--- src/rtl/core/lst_pkg.sv ---
package lst_pkg;

    // Internal index width, sized for up to 64 points per swing
    localparam int IW = 6;
    // Divider dividend width and square-root operand widths
    localparam int DW = 22;
    localparam int SW = 28;
    localparam int RW = 14;
    localparam int HW = 15 + RW;

    // Configuration register indexes
    localparam logic CFG_SWING_HEIGHT = 1'b0;
    localparam logic CFG_POINTS       = 1'b1;

    typedef struct packed {
        logic signed [15:0] start_x;
        logic signed [15:0] start_y;
        logic signed [15:0] start_z;
        logic signed [15:0] end_x;
        logic signed [15:0] end_y;
        logic signed [15:0] end_z;
    } t_in_item;

    typedef struct packed {
        logic signed [15:0] point_x;
        logic signed [15:0] point_y;
        logic signed [15:0] point_z;
        logic [4:0]         point_index;
        logic               last_point;
    } t_out_item;

    // One swing, classified and ready for the point sequencer
    typedef struct packed {
        logic signed [15:0] sx;
        logic signed [15:0] sy;
        logic signed [15:0] base;
        logic [15:0]        mag_x;
        logic [15:0]        mag_y;
        logic               neg_x;
        logic               neg_y;
        logic [IW-1:0]      m;
        logic [14:0]        h;
    } t_job;

    typedef enum logic [2:0] {
        S_IDLE,
        S_MUL,
        S_SQRT,
        S_HQ,
        S_DIV_START,
        S_DIV,
        S_OUT
    } t_back_state;

endpackage

--- src/rtl/core/lst_front.sv ---
module lst_front
    import lst_pkg::*;
#(
    parameter int MAX_POINTS = 25
) (
    input  logic          i_clk,
    input  logic          i_rst_n,
    input  logic          i_valid,
    output logic          o_ready,
    input  t_in_item      i_item,
    input  logic [14:0]   i_swing_height,
    input  logic [4:0]    i_points,
    output logic          o_job_valid,
    output t_job          o_job,
    input  logic          i_job_pop
);

    logic [IW:0]          w_n_ext;
    logic [IW:0]          w_n;
    logic signed [16:0]   w_dx;
    logic signed [16:0]   w_dy;
    logic signed [16:0]   w_ax;
    logic signed [16:0]   w_ay;
    t_job                 w_job;
    t_job                 r_q [2];
    logic                 r_wp;
    logic                 r_rp;
    logic [1:0]           r_cnt;
    logic                 w_push;

    // Clamp the point count and classify the move
    always_comb begin
        w_n_ext = {{(IW - 4){1'b0}}, i_points};
        if (w_n_ext < (IW + 1)'(4)) begin
            w_n = (IW + 1)'(4);
        end else if (w_n_ext > (IW + 1)'(MAX_POINTS)) begin
            w_n = (IW + 1)'(MAX_POINTS);
        end else begin
            w_n = w_n_ext;
        end
        w_dx = {i_item.end_x[15], i_item.end_x} - {i_item.start_x[15], i_item.start_x};
        w_dy = {i_item.end_y[15], i_item.end_y} - {i_item.start_y[15], i_item.start_y};
        w_ax = w_dx[16] ? -w_dx : w_dx;
        w_ay = w_dy[16] ? -w_dy : w_dy;
        w_job.sx    = i_item.start_x;
        w_job.sy    = i_item.start_y;
        w_job.base  = (i_item.start_z > i_item.end_z) ? i_item.start_z : i_item.end_z;
        w_job.mag_x = w_ax[15:0];
        w_job.mag_y = w_ay[15:0];
        w_job.neg_x = w_dx[16];
        w_job.neg_y = w_dy[16];
        w_job.m     = IW'(w_n - (IW + 1)'(1));
        w_job.h     = i_swing_height;
    end

    assign o_ready     = (r_cnt != 2'd2);
    assign w_push      = i_valid && o_ready;
    assign o_job_valid = (r_cnt != 2'd0);
    assign o_job       = r_q[r_rp];

    // Two-entry queue toward the sequencer
    always_ff @(posedge i_clk) begin
        if (!i_rst_n) begin
            r_wp  <= 1'b0;
            r_rp  <= 1'b0;
            r_cnt <= 2'd0;
        end else begin
            if (w_push) begin
                r_wp <= ~r_wp;
            end
            if (i_job_pop) begin
                r_rp <= ~r_rp;
            end
            r_cnt <= r_cnt + 2'(w_push) - 2'(i_job_pop);
        end
    end

    always_ff @(posedge i_clk) begin
        if (w_push) begin
            r_q[r_wp] <= w_job;
        end
    end

endmodule

--- src/rtl/core/lst_div.sv ---
module lst_div
    import lst_pkg::*;
(
    input  logic          i_clk,
    input  logic          i_rst_n,
    input  logic          i_start,
    input  logic [DW-1:0] i_dividend,
    input  logic [IW-1:0] i_divisor,
    output logic          o_busy,
    output logic [DW-1:0] o_quot
);

    localparam int CW = $clog2(DW + 1);

    logic [IW-1:0] r_rem;
    logic [DW-1:0] r_num;
    logic [IW-1:0] r_div;
    logic [CW-1:0] r_cnt;
    logic [IW:0]   w_trial;
    logic          w_ge;

    // One restoring step per cycle
    assign w_trial = {r_rem, r_num[DW-1]};
    assign w_ge    = (w_trial >= {1'b0, r_div});
    assign o_busy  = (r_cnt != '0);
    assign o_quot  = r_num;

    always_ff @(posedge i_clk) begin
        if (!i_rst_n) begin
            r_cnt <= '0;
        end else if (i_start) begin
            r_cnt <= CW'(DW);
        end else if (o_busy) begin
            r_cnt <= r_cnt - CW'(1);
        end
    end

    always_ff @(posedge i_clk) begin
        if (i_start) begin
            r_rem <= '0;
            r_num <= i_dividend;
            r_div <= i_divisor;
        end else if (o_busy) begin
            r_rem <= w_ge ? IW'(w_trial - {1'b0, r_div}) : w_trial[IW-1:0];
            r_num <= {r_num[DW-2:0], w_ge};
        end
    end

endmodule

--- src/rtl/core/lst_back.sv ---
module lst_back
    import lst_pkg::*;
(
    input  logic       i_clk,
    input  logic       i_rst_n,
    input  logic       i_job_valid,
    input  t_job       i_job,
    output logic       o_job_pop,
    output logic       o_valid,
    input  logic       i_ready,
    output t_out_item  o_item
);

    localparam int SCW = $clog2(SW / 2 + 1);

    t_back_state          r_state;
    t_back_state          n_state;
    t_job                 r_job;
    logic [IW-1:0]        r_i;
    logic [2*IW-1:0]      r_prod;
    logic [DW-1:0]        r_px;
    logic [DW-1:0]        r_py;
    logic [SW-1:0]        r_val;
    logic [RW:0]          r_rem;
    logic [RW-1:0]        r_root;
    logic [SCW-1:0]       r_scnt;
    logic [HW-1:0]        r_hq;
    logic                 r_out_valid;
    t_out_item            r_out;

    logic                 w_div_start;
    logic                 w_busy_z;
    logic                 w_busy_x;
    logic                 w_busy_y;
    logic [DW-1:0]        w_qz;
    logic [DW-1:0]        w_qx;
    logic [DW-1:0]        w_qy;
    logic [RW+2:0]        w_srem;
    logic [RW+2:0]        w_strial;
    logic                 w_sge;
    logic                 w_out_free;
    logic                 w_last;
    logic signed [17:0]   w_x;
    logic signed [17:0]   w_y;
    logic signed [17:0]   w_z;
    t_out_item            w_out;

    assign w_out_free = !r_out_valid || i_ready;
    assign w_last     = (r_i == r_job.m);
    assign o_valid    = r_out_valid;
    assign o_item     = r_out;

    // One square-root digit per cycle
    assign w_srem   = {r_rem, r_val[SW-1:SW-2]};
    assign w_strial = {1'b0, r_root, 2'b01};
    assign w_sge    = (w_srem >= w_strial);

    // Divide lift, x and y by m in parallel
    lst_div u_div_z (
        .i_clk      (i_clk),
        .i_rst_n    (i_rst_n),
        .i_start    (w_div_start),
        .i_dividend (r_hq[HW-1:HW-DW]),
        .i_divisor  (r_job.m),
        .o_busy     (w_busy_z),
        .o_quot     (w_qz)
    );

    lst_div u_div_x (
        .i_clk      (i_clk),
        .i_rst_n    (i_rst_n),
        .i_start    (w_div_start),
        .i_dividend (r_px),
        .i_divisor  (r_job.m),
        .o_busy     (w_busy_x),
        .o_quot     (w_qx)
    );

    lst_div u_div_y (
        .i_clk      (i_clk),
        .i_rst_n    (i_rst_n),
        .i_start    (w_div_start),
        .i_dividend (r_py),
        .i_divisor  (r_job.m),
        .o_busy     (w_busy_y),
        .o_quot     (w_qy)
    );

    // Assemble the point from the quotients
    always_comb begin
        w_x = {{2{r_job.sx[15]}}, r_job.sx}
            + (r_job.neg_x ? -{2'b00, w_qx[15:0]} : {2'b00, w_qx[15:0]});
        w_y = {{2{r_job.sy[15]}}, r_job.sy}
            + (r_job.neg_y ? -{2'b00, w_qy[15:0]} : {2'b00, w_qy[15:0]});
        w_z = {{2{r_job.base[15]}}, r_job.base} - {2'b00, w_qz[15:0]};
        w_out.point_x     = w_x[15:0];
        w_out.point_y     = w_y[15:0];
        w_out.point_z     = (w_z < -18'sd32768) ? 16'sh8000 : w_z[15:0];
        w_out.point_index = r_i[4:0];
        w_out.last_point  = w_last;
    end

    // Sequence the points of one swing
    always_comb begin
        n_state     = r_state;
        o_job_pop   = 1'b0;
        w_div_start = 1'b0;
        case (r_state)
            S_IDLE: begin
                if (i_job_valid) begin
                    o_job_pop = 1'b1;
                    n_state   = S_MUL;
                end
            end
            S_MUL: begin
                n_state = S_SQRT;
            end
            S_SQRT: begin
                if (r_scnt == SCW'(1)) begin
                    n_state = S_HQ;
                end
            end
            S_HQ: begin
                n_state = S_DIV_START;
            end
            S_DIV_START: begin
                w_div_start = 1'b1;
                n_state     = S_DIV;
            end
            S_DIV: begin
                if (!w_busy_z && !w_busy_x && !w_busy_y) begin
                    n_state = S_OUT;
                end
            end
            S_OUT: begin
                if (w_out_free) begin
                    n_state = w_last ? S_IDLE : S_MUL;
                end
            end
            default: begin
                n_state = S_IDLE;
            end
        endcase
    end

    always_ff @(posedge i_clk) begin
        if (!i_rst_n) begin
            r_state <= S_IDLE;
        end else begin
            r_state <= n_state;
        end
    end

    // Hold the output item until taken
    always_ff @(posedge i_clk) begin
        if (!i_rst_n) begin
            r_out_valid <= 1'b0;
        end else if (r_state == S_OUT && w_out_free) begin
            r_out_valid <= 1'b1;
        end else if (i_ready) begin
            r_out_valid <= 1'b0;
        end
    end

    // Datapath registers
    always_ff @(posedge i_clk) begin
        case (r_state)
            S_IDLE: begin
                r_job <= i_job;
                r_i   <= '0;
            end
            S_MUL: begin
                r_prod <= (2 * IW)'(r_i) * (2 * IW)'(r_job.m - r_i);
                r_px   <= DW'(r_job.mag_x) * DW'(r_i);
                r_py   <= DW'(r_job.mag_y) * DW'(r_i);
                r_val  <= '0;
                r_rem  <= '0;
                r_root <= '0;
                r_scnt <= SCW'(SW / 2 + 1);
            end
            S_SQRT: begin
                // Load the operand, then take one digit per cycle
                if (r_scnt == SCW'(SW / 2 + 1)) begin
                    r_val <= {r_prod, {(SW - 2 * IW){1'b0}}};
                end else begin
                    r_val <= {r_val[SW-3:0], 2'b00};
                end
                if (r_scnt != SCW'(SW / 2 + 1)) begin
                    r_rem  <= w_sge ? (RW + 1)'(w_srem - w_strial) : w_srem[RW:0];
                    r_root <= {r_root[RW-2:0], w_sge};
                end
                if (r_scnt != SCW'(1)) begin
                    r_scnt <= r_scnt - SCW'(1);
                end
            end
            S_HQ: begin
                r_hq <= HW'(r_job.h) * HW'(r_root);
            end
            S_OUT: begin
                if (w_out_free) begin
                    r_out <= w_out;
                    r_i   <= r_i + IW'(1);
                end
            end
            default: begin
            end
        endcase
    end

endmodule

--- src/rtl/core/leg_swing_trajectory_generator_top.sv ---
// Leg swing trajectory generator.
// Input channel (i_valid/o_ready, i_item) takes a start and an end point; each
// item yields a swing of points_per_step points on the output channel
// (o_valid/i_ready, o_item), with point_index counting from zero and
// last_point set on the final point of the swing.
// Configuration: i_cfg_we writes i_cfg_data to register i_cfg_idx
// (0 swing height, 1 points_per_step) at once; write only while idle.
// The front stage clamps the point count, forms the deltas and the base
// height and parks up to two swings in a queue, so new items are taken
// while a swing is still being emitted.
// Each point passes in order through a multiply, the digit-serial square
// root (operand load and 14 digits), a height multiply, a divider start and
// the three parallel divide-by-(n-1) units, then into the output register.
// The sequencer computes the points of a swing one after another and
// starts the next point only once the output register has taken the last.
// Reset clears the queue, the sequencer and the output valid, sets the
// swing height to 0 and points_per_step to 4. When the receiver stalls the
// output register holds its item and the sequencer waits in front of it.
module leg_swing_trajectory_generator_top
    import lst_pkg::*;
#(
    parameter int MAX_POINTS = 25
) (
    input  logic        i_clk,
    input  logic        i_rst_n,
    input  logic        i_valid,
    output logic        o_ready,
    input  t_in_item    i_item,
    output logic        o_valid,
    input  logic        i_ready,
    output t_out_item   o_item,
    input  logic        i_cfg_we,
    input  logic        i_cfg_idx,
    input  logic [14:0] i_cfg_data
);

    logic [14:0] r_swing_height;
    logic [4:0]  r_points;
    logic        w_job_valid;
    logic        w_job_pop;
    t_job        w_job;

    // Configuration registers
    always_ff @(posedge i_clk) begin
        if (!i_rst_n) begin
            r_swing_height <= 15'd0;
            r_points       <= 5'd4;
        end else if (i_cfg_we) begin
            case (i_cfg_idx)
                CFG_SWING_HEIGHT: r_swing_height <= i_cfg_data;
                CFG_POINTS:       r_points       <= i_cfg_data[4:0];
                default: begin
                end
            endcase
        end
    end

    lst_front #(
        .MAX_POINTS (MAX_POINTS)
    ) u_front (
        .i_clk          (i_clk),
        .i_rst_n        (i_rst_n),
        .i_valid        (i_valid),
        .o_ready        (o_ready),
        .i_item         (i_item),
        .i_swing_height (r_swing_height),
        .i_points       (r_points),
        .o_job_valid    (w_job_valid),
        .o_job          (w_job),
        .i_job_pop      (w_job_pop)
    );

    lst_back u_back (
        .i_clk       (i_clk),
        .i_rst_n     (i_rst_n),
        .i_job_valid (w_job_valid),
        .i_job       (w_job),
        .o_job_pop   (w_job_pop),
        .o_valid     (o_valid),
        .i_ready     (i_ready),
        .o_item      (o_item)
    );

endmodule
--- config.mk ---
export PLATFORM = sky130hd
export DESIGN_NAME = leg_swing_trajectory_generator_top
export DESIGN_NICKNAME = d
export VERILOG_FILES = /design/src/rtl/core/lst_pkg.sv /design/src/rtl/core/lst_front.sv /design/src/rtl/core/lst_div.sv /design/src/rtl/core/lst_back.sv /design/src/rtl/core/leg_swing_trajectory_generator_top.sv
export SDC_FILE = /design/constraint.sdc
export NUM_CORES = 2
export LEC_CHECK = 0
export BUFFER_PORTS_ARGS = -buffer_cell sky130_fd_sc_hd__buf_2
export CELL_PAD_IN_SITES_DETAIL_PLACEMENT = 0
export CELL_PAD_IN_SITES_GLOBAL_PLACEMENT = 1
export CORE_UTILIZATION = 51
export DETAILED_ROUTE_END_ITERATION = 10
export MAX_ROUTING_LAYER = met4
export PLACE_DENSITY = 0.87
export SLEW_MARGIN = 20
export SYNTH_ARGS = -nofsm -noshare
export SYNTH_HDL_FRONTEND = slang
export SYNTH_SLANG_ARGS = --single-unit
--- constraint.sdc ---
create_clock -name i_clk -period 11.35 [get_ports i_clk]
set_input_delay 3.405 -clock i_clk [delete_from_list [all_inputs] [get_ports i_clk]]
set_output_delay 3.405 -clock i_clk [all_outputs]
set_load 0.05 [all_outputs]
### Word-level counts from Yosys, hierarchy flattened

Memory sizes are Yosys's and may differ from the RTL's. A register that Yosys moved wholly into a read port is not among the register bits.
Cells that the tools add are included.

| operators by class | value |
|---|---|
| $add $sub $neg | 22 |
| multipliers | 4 |
| magnitude comparators | 8 |
| eq/ne operators | 18 |
| multiplexer cells | 46 |
| bitwise logic cells | 4 |
| reduce and logical (&&, ||, !) cells | 28 |

Operators by type and width:

| kind | count |
|---|---|
| 22-bit two-way mux | 6 |
| 16-bit two-way mux | 5 |
| 16-bit negator | 4 |
| 28-bit one-hot mux with 2 select lines | 1 |
| 16-bit by 6-bit multiplier with 22-bit output | 2 |
| 5-bit two-way mux | 8 |
| 16-bit by 16-bit subtractor with 17-bit output | 2 |
| 16-bit adder | 2 |
| 15-bit two-way mux | 2 |
| 15-bit one-hot mux with 2 select lines | 1 |
| 15-bit by 14-bit multiplier with 29-bit output | 1 |
| 28-bit two-way mux | 1 |
| 14-bit one-hot mux with 2 select lines | 1 |
| 6-bit two-way mux | 4 |
| 7-bit by 6-bit greater-or-equal comparator with 1-bit output | 3 |
| 3-bit one-hot mux with 7 select lines | 1 |
| 18-bit by 16-bit less-than comparator with 1-bit output (second input constant) | 1 |
| 16-bit by 17-bit subtractor with 18-bit output | 1 |
| 6-bit subtractor | 3 |
| 17-bit by 16-bit greater-or-equal comparator with 1-bit output | 1 |
| 16-bit greater-than comparator | 1 |
| 5-bit nonzero test | 3 |
| 15-bit subtractor | 1 |
| 5-bit by 1-bit subtractor with 5-bit output (second input constant) | 3 |
| 34 further kinds | 72 |

| storage, ports and cells | value |
|---|---|
| register bits after elaboration | 339 |
| memory bits (writable) | 206 |
| input bits | 117 |
| output and inout port bits | 56 |
| word-level logic and storage cells | 165 |
| memories | 1 |

Memories:

| memory | words | width | read ports | clocked after Yosys merged registers in | wr ports | line | RTL |
|---|---|---|---|---|---|---|---|
| u_front.r_q | 2 | 103 | 1 | 1 | 1 | lst_front.sv:25 | `t_job r_q [2];` |

### Logic depth before layout (Yosys ltp)

| depth | value |
|---|---|
| depth in word-level cells | 6 |
| depth in mapped cells | 24 |
| gate-level depth less buffers | 23 |

### Cells and area by module

From an unflattened synthesis, not the netlist that was laid out.

| unflattened totals | value |
|---|---|
| cells, all modules | 3905 |
| area, all modules | 43884.6 um2 |

Modules (own cells, without submodules):

| module | times used | cells each | area each (um2) | sequential area each (um2) |
|---|---|---|---|---|
| lst_back | 1 | 2564 | 26578.0 | 8668.3 |
| lst_front | 1 | 800 | 10711.5 | 6286.0 |
| lst_div | 3 | 152 | 1930.6 | 1061.0 |
| leg_swing_trajectory_generator_top | 1 | 85 | 803.3 | 400.4 |

### Worst setup path before layout

No wires, ideal clock.

| path | value |
|---|---|
| path type | flip-flop to flip-flop |
| start | register u_back.r_state[0] |
| end | register u_front.r_cnt[1] |
| library setup time | 0.115 ns |
| arrival time | 8.835 ns |
| data required time | 11.235 ns |
| slack | 2.400 ns |
| cell stages (with the launch flop) | 9 |
| buffers on the path | 0 |
| period minus slack after synthesis | 8.950 ns |
| cell sequence | dfxtp_1 -> nor3_1 -> nor2b_1 -> ha_1 -> inv_1 -> ha_1 -> xnor2_1 -> xnor2_1 -> and2_1 |

| between the ends | value |
|---|---|
| cells in the longest elaborated chain, start to end | 3 |

RTL lines:

| what | line | RTL |
|---|---|---|
| start, declared | lst_back.sv:16 | `t_back_state r_state;` |
| start signal, assigned | lst_back.sv:150 | `r_state <= n_state;` |
| 3-bit zero test | lst_back.sv:108 | `case (r_state)` |
| 1-bit two-way mux | lst_back.sv:108 |  |
| via u_back.o_job_pop | lst_back.sv:8 | `output logic o_job_pop,` |
| 2-bit by 1-bit subtractor with 2-bit output | lst_front.sv:74 | `r_cnt <= r_cnt + 2'(w_push) - 2'(i_job_pop);` |
| end signal, assigned | lst_front.sv:74 |  |
| end, declared | lst_front.sv:28 | `logic [1:0] r_cnt;` |

The timed path passes the listed nets, and every way through them passes these cells.
A chain may end at the register's enable or synchronous reset.

### Worst setup path after layout

| path | value |
|---|---|
| start | register u_back.r_root[4] |
| end | register u_back.r_hq[28] (data pin) |

| between the ends | value |
|---|---|
| cells in the longest elaborated chain, start to end | 1 |

RTL lines:

| what | line | RTL |
|---|---|---|
| start, declared | lst_back.sv:25 | `logic [RW-1:0] r_root;` |
| start signal, assigned | lst_back.sv:190 | `r_root <= {r_root[RW-2:0], w_sge};` |
| 15-bit by 14-bit multiplier with 29-bit output | lst_back.sv:197 | `r_hq <= HW'(r_job.h) * HW'(r_root);` |
| end signal, assigned | lst_back.sv:197 |  |
| end, declared | lst_back.sv:27 | `logic [HW-1:0] r_hq;` |

Every way passes these cells.

==> impl_summary.log <==
[metrics] run status: complete, no violations
[metrics] cell total after placement: approximately 5100
[metrics] number of buffers added for setup after CTS: 0
[metrics] Clock Root Buffer: clkbuf_16
[metrics] area grow syn2layout: 10.5%
[metrics] fin nets: 4800
[metrics] cell type with the highest aggregate area in the netlist: edfxtp_1
[metrics] arrival time at the worst endpoint: 7.23 ns
[metrics] placement-stage cell area: 0.0447 mm²
[metrics] quantity of hold-fixing buffers added after cts: 0
[metrics] Syn Inst Count: about 4000
[metrics] post-synth top area share: approximately two fifths
[metrics] Util after Layout: a little under three fifths
[metrics] number of storage elements in the synthesis netlist: 625
[metrics] final number of max-transition violations: 0
[metrics] GRT Total Usage: about 22%
[metrics] setup slack of the most critical reg-to-reg path: about 4.5 ns
[metrics] max-cap violation count: 0
[metrics] Post-synth ARST share: 0%
[metrics] warning count from the yosys run: 0
[metrics] Detailed Place HPWL: between 60000 and 70000 µm
[metrics] Site Rows: between 100 and 150
[metrics] measured slew at the worst slew-check pin: slightly below 1 ns
[metrics] final global-route overflow total: 0
[metrics] final design instance area without fill: ~0.047 mm²
[metrics] vias per cell: 5.42
[metrics] final count of hold timing violations: 0
[metrics] Final Routed Wirelength: ~91000 µm
[metrics] f_max: between 100 and 150 MHz
[metrics] clock period minus worst slack: roughly 7 ns
[metrics] fraction of synthesized cell area in xor and xnor cells: roughly 4.2%
[metrics] TritonCTS clock tree: built
[metrics] adder-cell area share of the yosys netlist: a little under a quarter
[metrics] post-synth cell types: 77
[metrics] startpoint kind of the worst setup timing path: flop
[metrics] fill cell count: a little under 7000
[metrics] number of design rule violations left after detail routing: 0
[metrics] Clock H-tree levels: 3
[metrics] sum of negative setup slack: 0 ns
[metrics] global placement routability congestion: 0.862
[metrics] Post-synth top flop: edfxtp_1
[metrics] crit share post-route: approximately three fifths
[metrics] sequential share of the synthesized area: approximately 43%
[metrics] height of the die: about 290 µm
[metrics] clock insertion delay at the later pin of the skew report: 0.63 ns
[metrics] Resize count post-CTS: 0
[metrics] crit path capture type: flop
[metrics] Final Setup Violations: 0
[metrics] fin cells: roughly 5200
[metrics] number of top-level pins: around 170
[metrics] ranking of synthesized cells by area: edfxtp_1 (40%), fa_1 (14%), ha_1 (9.3%)
[metrics] headroom to the max-slew limit: ~34%
[metrics] Starting Density: 51.8%
[metrics] area of the multi-input gates: 0.0224 mm²
[metrics] Vias: 28200
[metrics] drt initial violations: 1500
[metrics] Critical Setup Path Class: flop to flop
[metrics] Max FO, Critical Path: 16
[metrics] final antenna-violating net count: 0
[metrics] area of the die: around 0.085 mm²
[metrics] flip-flop and latch area: roughly 0.018 mm²
[metrics] share of final-layout standard cells stronger than drive strength 1: a little under an eighth
[metrics] Die X: roughly 290 µm
[metrics] number of I/O port buffers: between 150 and 200
[metrics] Worst Hold Class: flop to flop
[metrics] antenna violations before repair: 2
[metrics] simple-gate share of the synthesized area: between 10% and 20%
[metrics] setup repair after global routing missed its margin: false
[metrics] maximum number of pins on one net before global-route repair: 90
[metrics] first-pass GRT wire length: 147000 µm
[metrics] average wire length per cell after detail routing: about 17 µm
[metrics] count of flip-flops with a built-in enable after synthesis: between 500 and 600
[metrics] final clock skew: 0.0482 ns
[metrics] portion of netlist area occupied by mux cells: ~3.6%
[metrics] Core ar.: about 0.083 mm²
[metrics] clock sinks: ~630
[metrics] clock buffer depth: 3
[metrics] via count of the first global-routing pass: between 20000 and 30000
[metrics] area of the mapped netlist: 0.0427 mm²
[metrics] total CTS buffers: 72
[metrics] Synth Area in Compound Gates: under 10%
[metrics] DR pass1 iterations: 5
[metrics] clock transition at the register clock pins on the worst setup and hold paths after CTS: approximately 0.060 ns
[metrics] dominant combinational cell family by area after synthesis: adder cells
[metrics] data required time at the worst endpoint: between 10 and 15 ns
[metrics] syn_area_per_cell: around 11 µm²
[worst max-delay path, stage by stage, from the launching register on]
cell and delay (ns):
edfxtp_1 0.57, and2_1 0.26, fa_1 0.53, inv_1 0.05
fa_1 0.52, inv_1 0.05, fa_1 0.49, inv_1 0.05
fa_1 0.48, inv_1 0.05, fa_1 0.53, inv_1 0.06
fa_1 0.53, inv_1 0.04, ha_1 0.35, a21o_1 0.18
a21oi_1 0.18, o21ai_0 0.15, o21bai_1 0.21, o21ai_0 0.39
a21oi_1 0.19, o41a_1 0.39, nor4_1 0.25, nor3_1 0.08
[sequential cells by signal, indices dropped and copies added, names as in the netlist, 6 cells and up]
signal	count
u_front.r_q	206
u_back.r_job	103
u_back.o_item	54
u_back.r_hq	22
u_back.r_px	22
u_back.r_py	22
u_back.u_div_x.o_quot	22
u_back.u_div_y.o_quot	22
u_back.u_div_z.o_quot	22
r_swing_height	15
u_back.r_rem	15
u_back.r_root	14
u_back.r_prod	12
u_back.r_val	12
u_back.r_i	6
u_back.u_div_x.r_rem	6
u_back.u_div_y.r_rem	6
u_back.u_div_z.r_div	6
u_back.u_div_z.r_rem	6
[metal layers]
layer	up-vias	wire (µm)	GRT usage, %
met5	-	0	-
met4	0	2030	5.94
met3	140	3830	2.99
met2	550	45000	37.6
met1	13900	39700	28.2
li1	13600	-	-
[final timing paths]
check,from,endpoint,depth (start not counted)
setup reg to reg,u_back.r_root[4],u_back.r_hq[28],23
setup / recovery,u_back.r_root[4],u_back.r_hq[28],23
hold / removal,u_back.u_div_y.r_rem[5],u_back.u_div_y.r_rem[5],2
hold reg to reg,u_back.u_div_y.r_rem[5],u_back.u_div_y.r_rem[5],2
[metrics by stage]
step | hold slack (ns) | setup slack, ns
2_1_floorplan | 0.424 | 2.40
3_3_place_gp | 0.435 | 4.52
3_5_place_dp | 0.449 | 4.53
4_1_cts | 0.457 | 4.51
5_1_grt | 0.476 | 4.10
6_report | 0.457 | 4.48
[cell type report]
class | count | area share (%)
clock buffer | 88 | 4.19
timing repair buffer | 195 | 2.18
tap | 1070 | 2.84
sequential | 625 | 38.5
multi-input combinational | 2701 | 47.5
antenna | 1 | 0.00530
inverter | 469 | 3.73
clock inverter | 46 | 1.08
[cell usage in the layout, fill, tap and decap left out, types with 77 or more instances in the layout]
| master | count |
|---|---|
| edfxtp_1 | 564 |
| fa_1 | 302 |
| and2_1 | 172 |
| nand2_1 | 592 |
| buf_2 | 173 |
| inv_1 | 466 |
| xnor2_1 | 140 |
| ha_1 | 317 |
| clkbuf_16 | 77 |
| a21oi_1 | 145 |
| mux2_2 | 122 |
| nor2_1 | 173 |
| o21ai_0 | 119 |
[cells by family (layout without fill, tap and decap cells)]
group,after synthesis,in the layout
compound gates,542,542
xor+xnor,205,205
fa+ha+maj,620,620
buf+inv,583,798
flops,625,625
mux,137,137
other cells,1,3
simple gates,1195,1195
[cell usage after synthesis, drive strengths merged, types with 4 or more instances]
library cell    n
a31oi          10
inv           468
xnor2         140
clkbuf        103
o41ai          10
nor3           52
mux2          122
dfxtp          61
a21o           49
o31ai          17
o31a            6
a21oi         147
o211ai          8
nor4            9
nand4          10
and3           24
a211oi         35
mux2i          15
nand2b         24
or4             9
nor2          174
nor2b          28
o41a            4
o311a           5
or2            12
nand2         592
fa            302
ha            317
nand3b          7
o21a           32
or3            17
and2          172
a21boi         32
o21bai         25
o2111ai         5
buf            11
edfxtp        564
xor2           65
nand3          50
a2111oi         7
o21ai         125
Power is left out: the tool's default activity adds up to more than one toggle a clock period on the data nets, which glitch-free logic cannot reach.
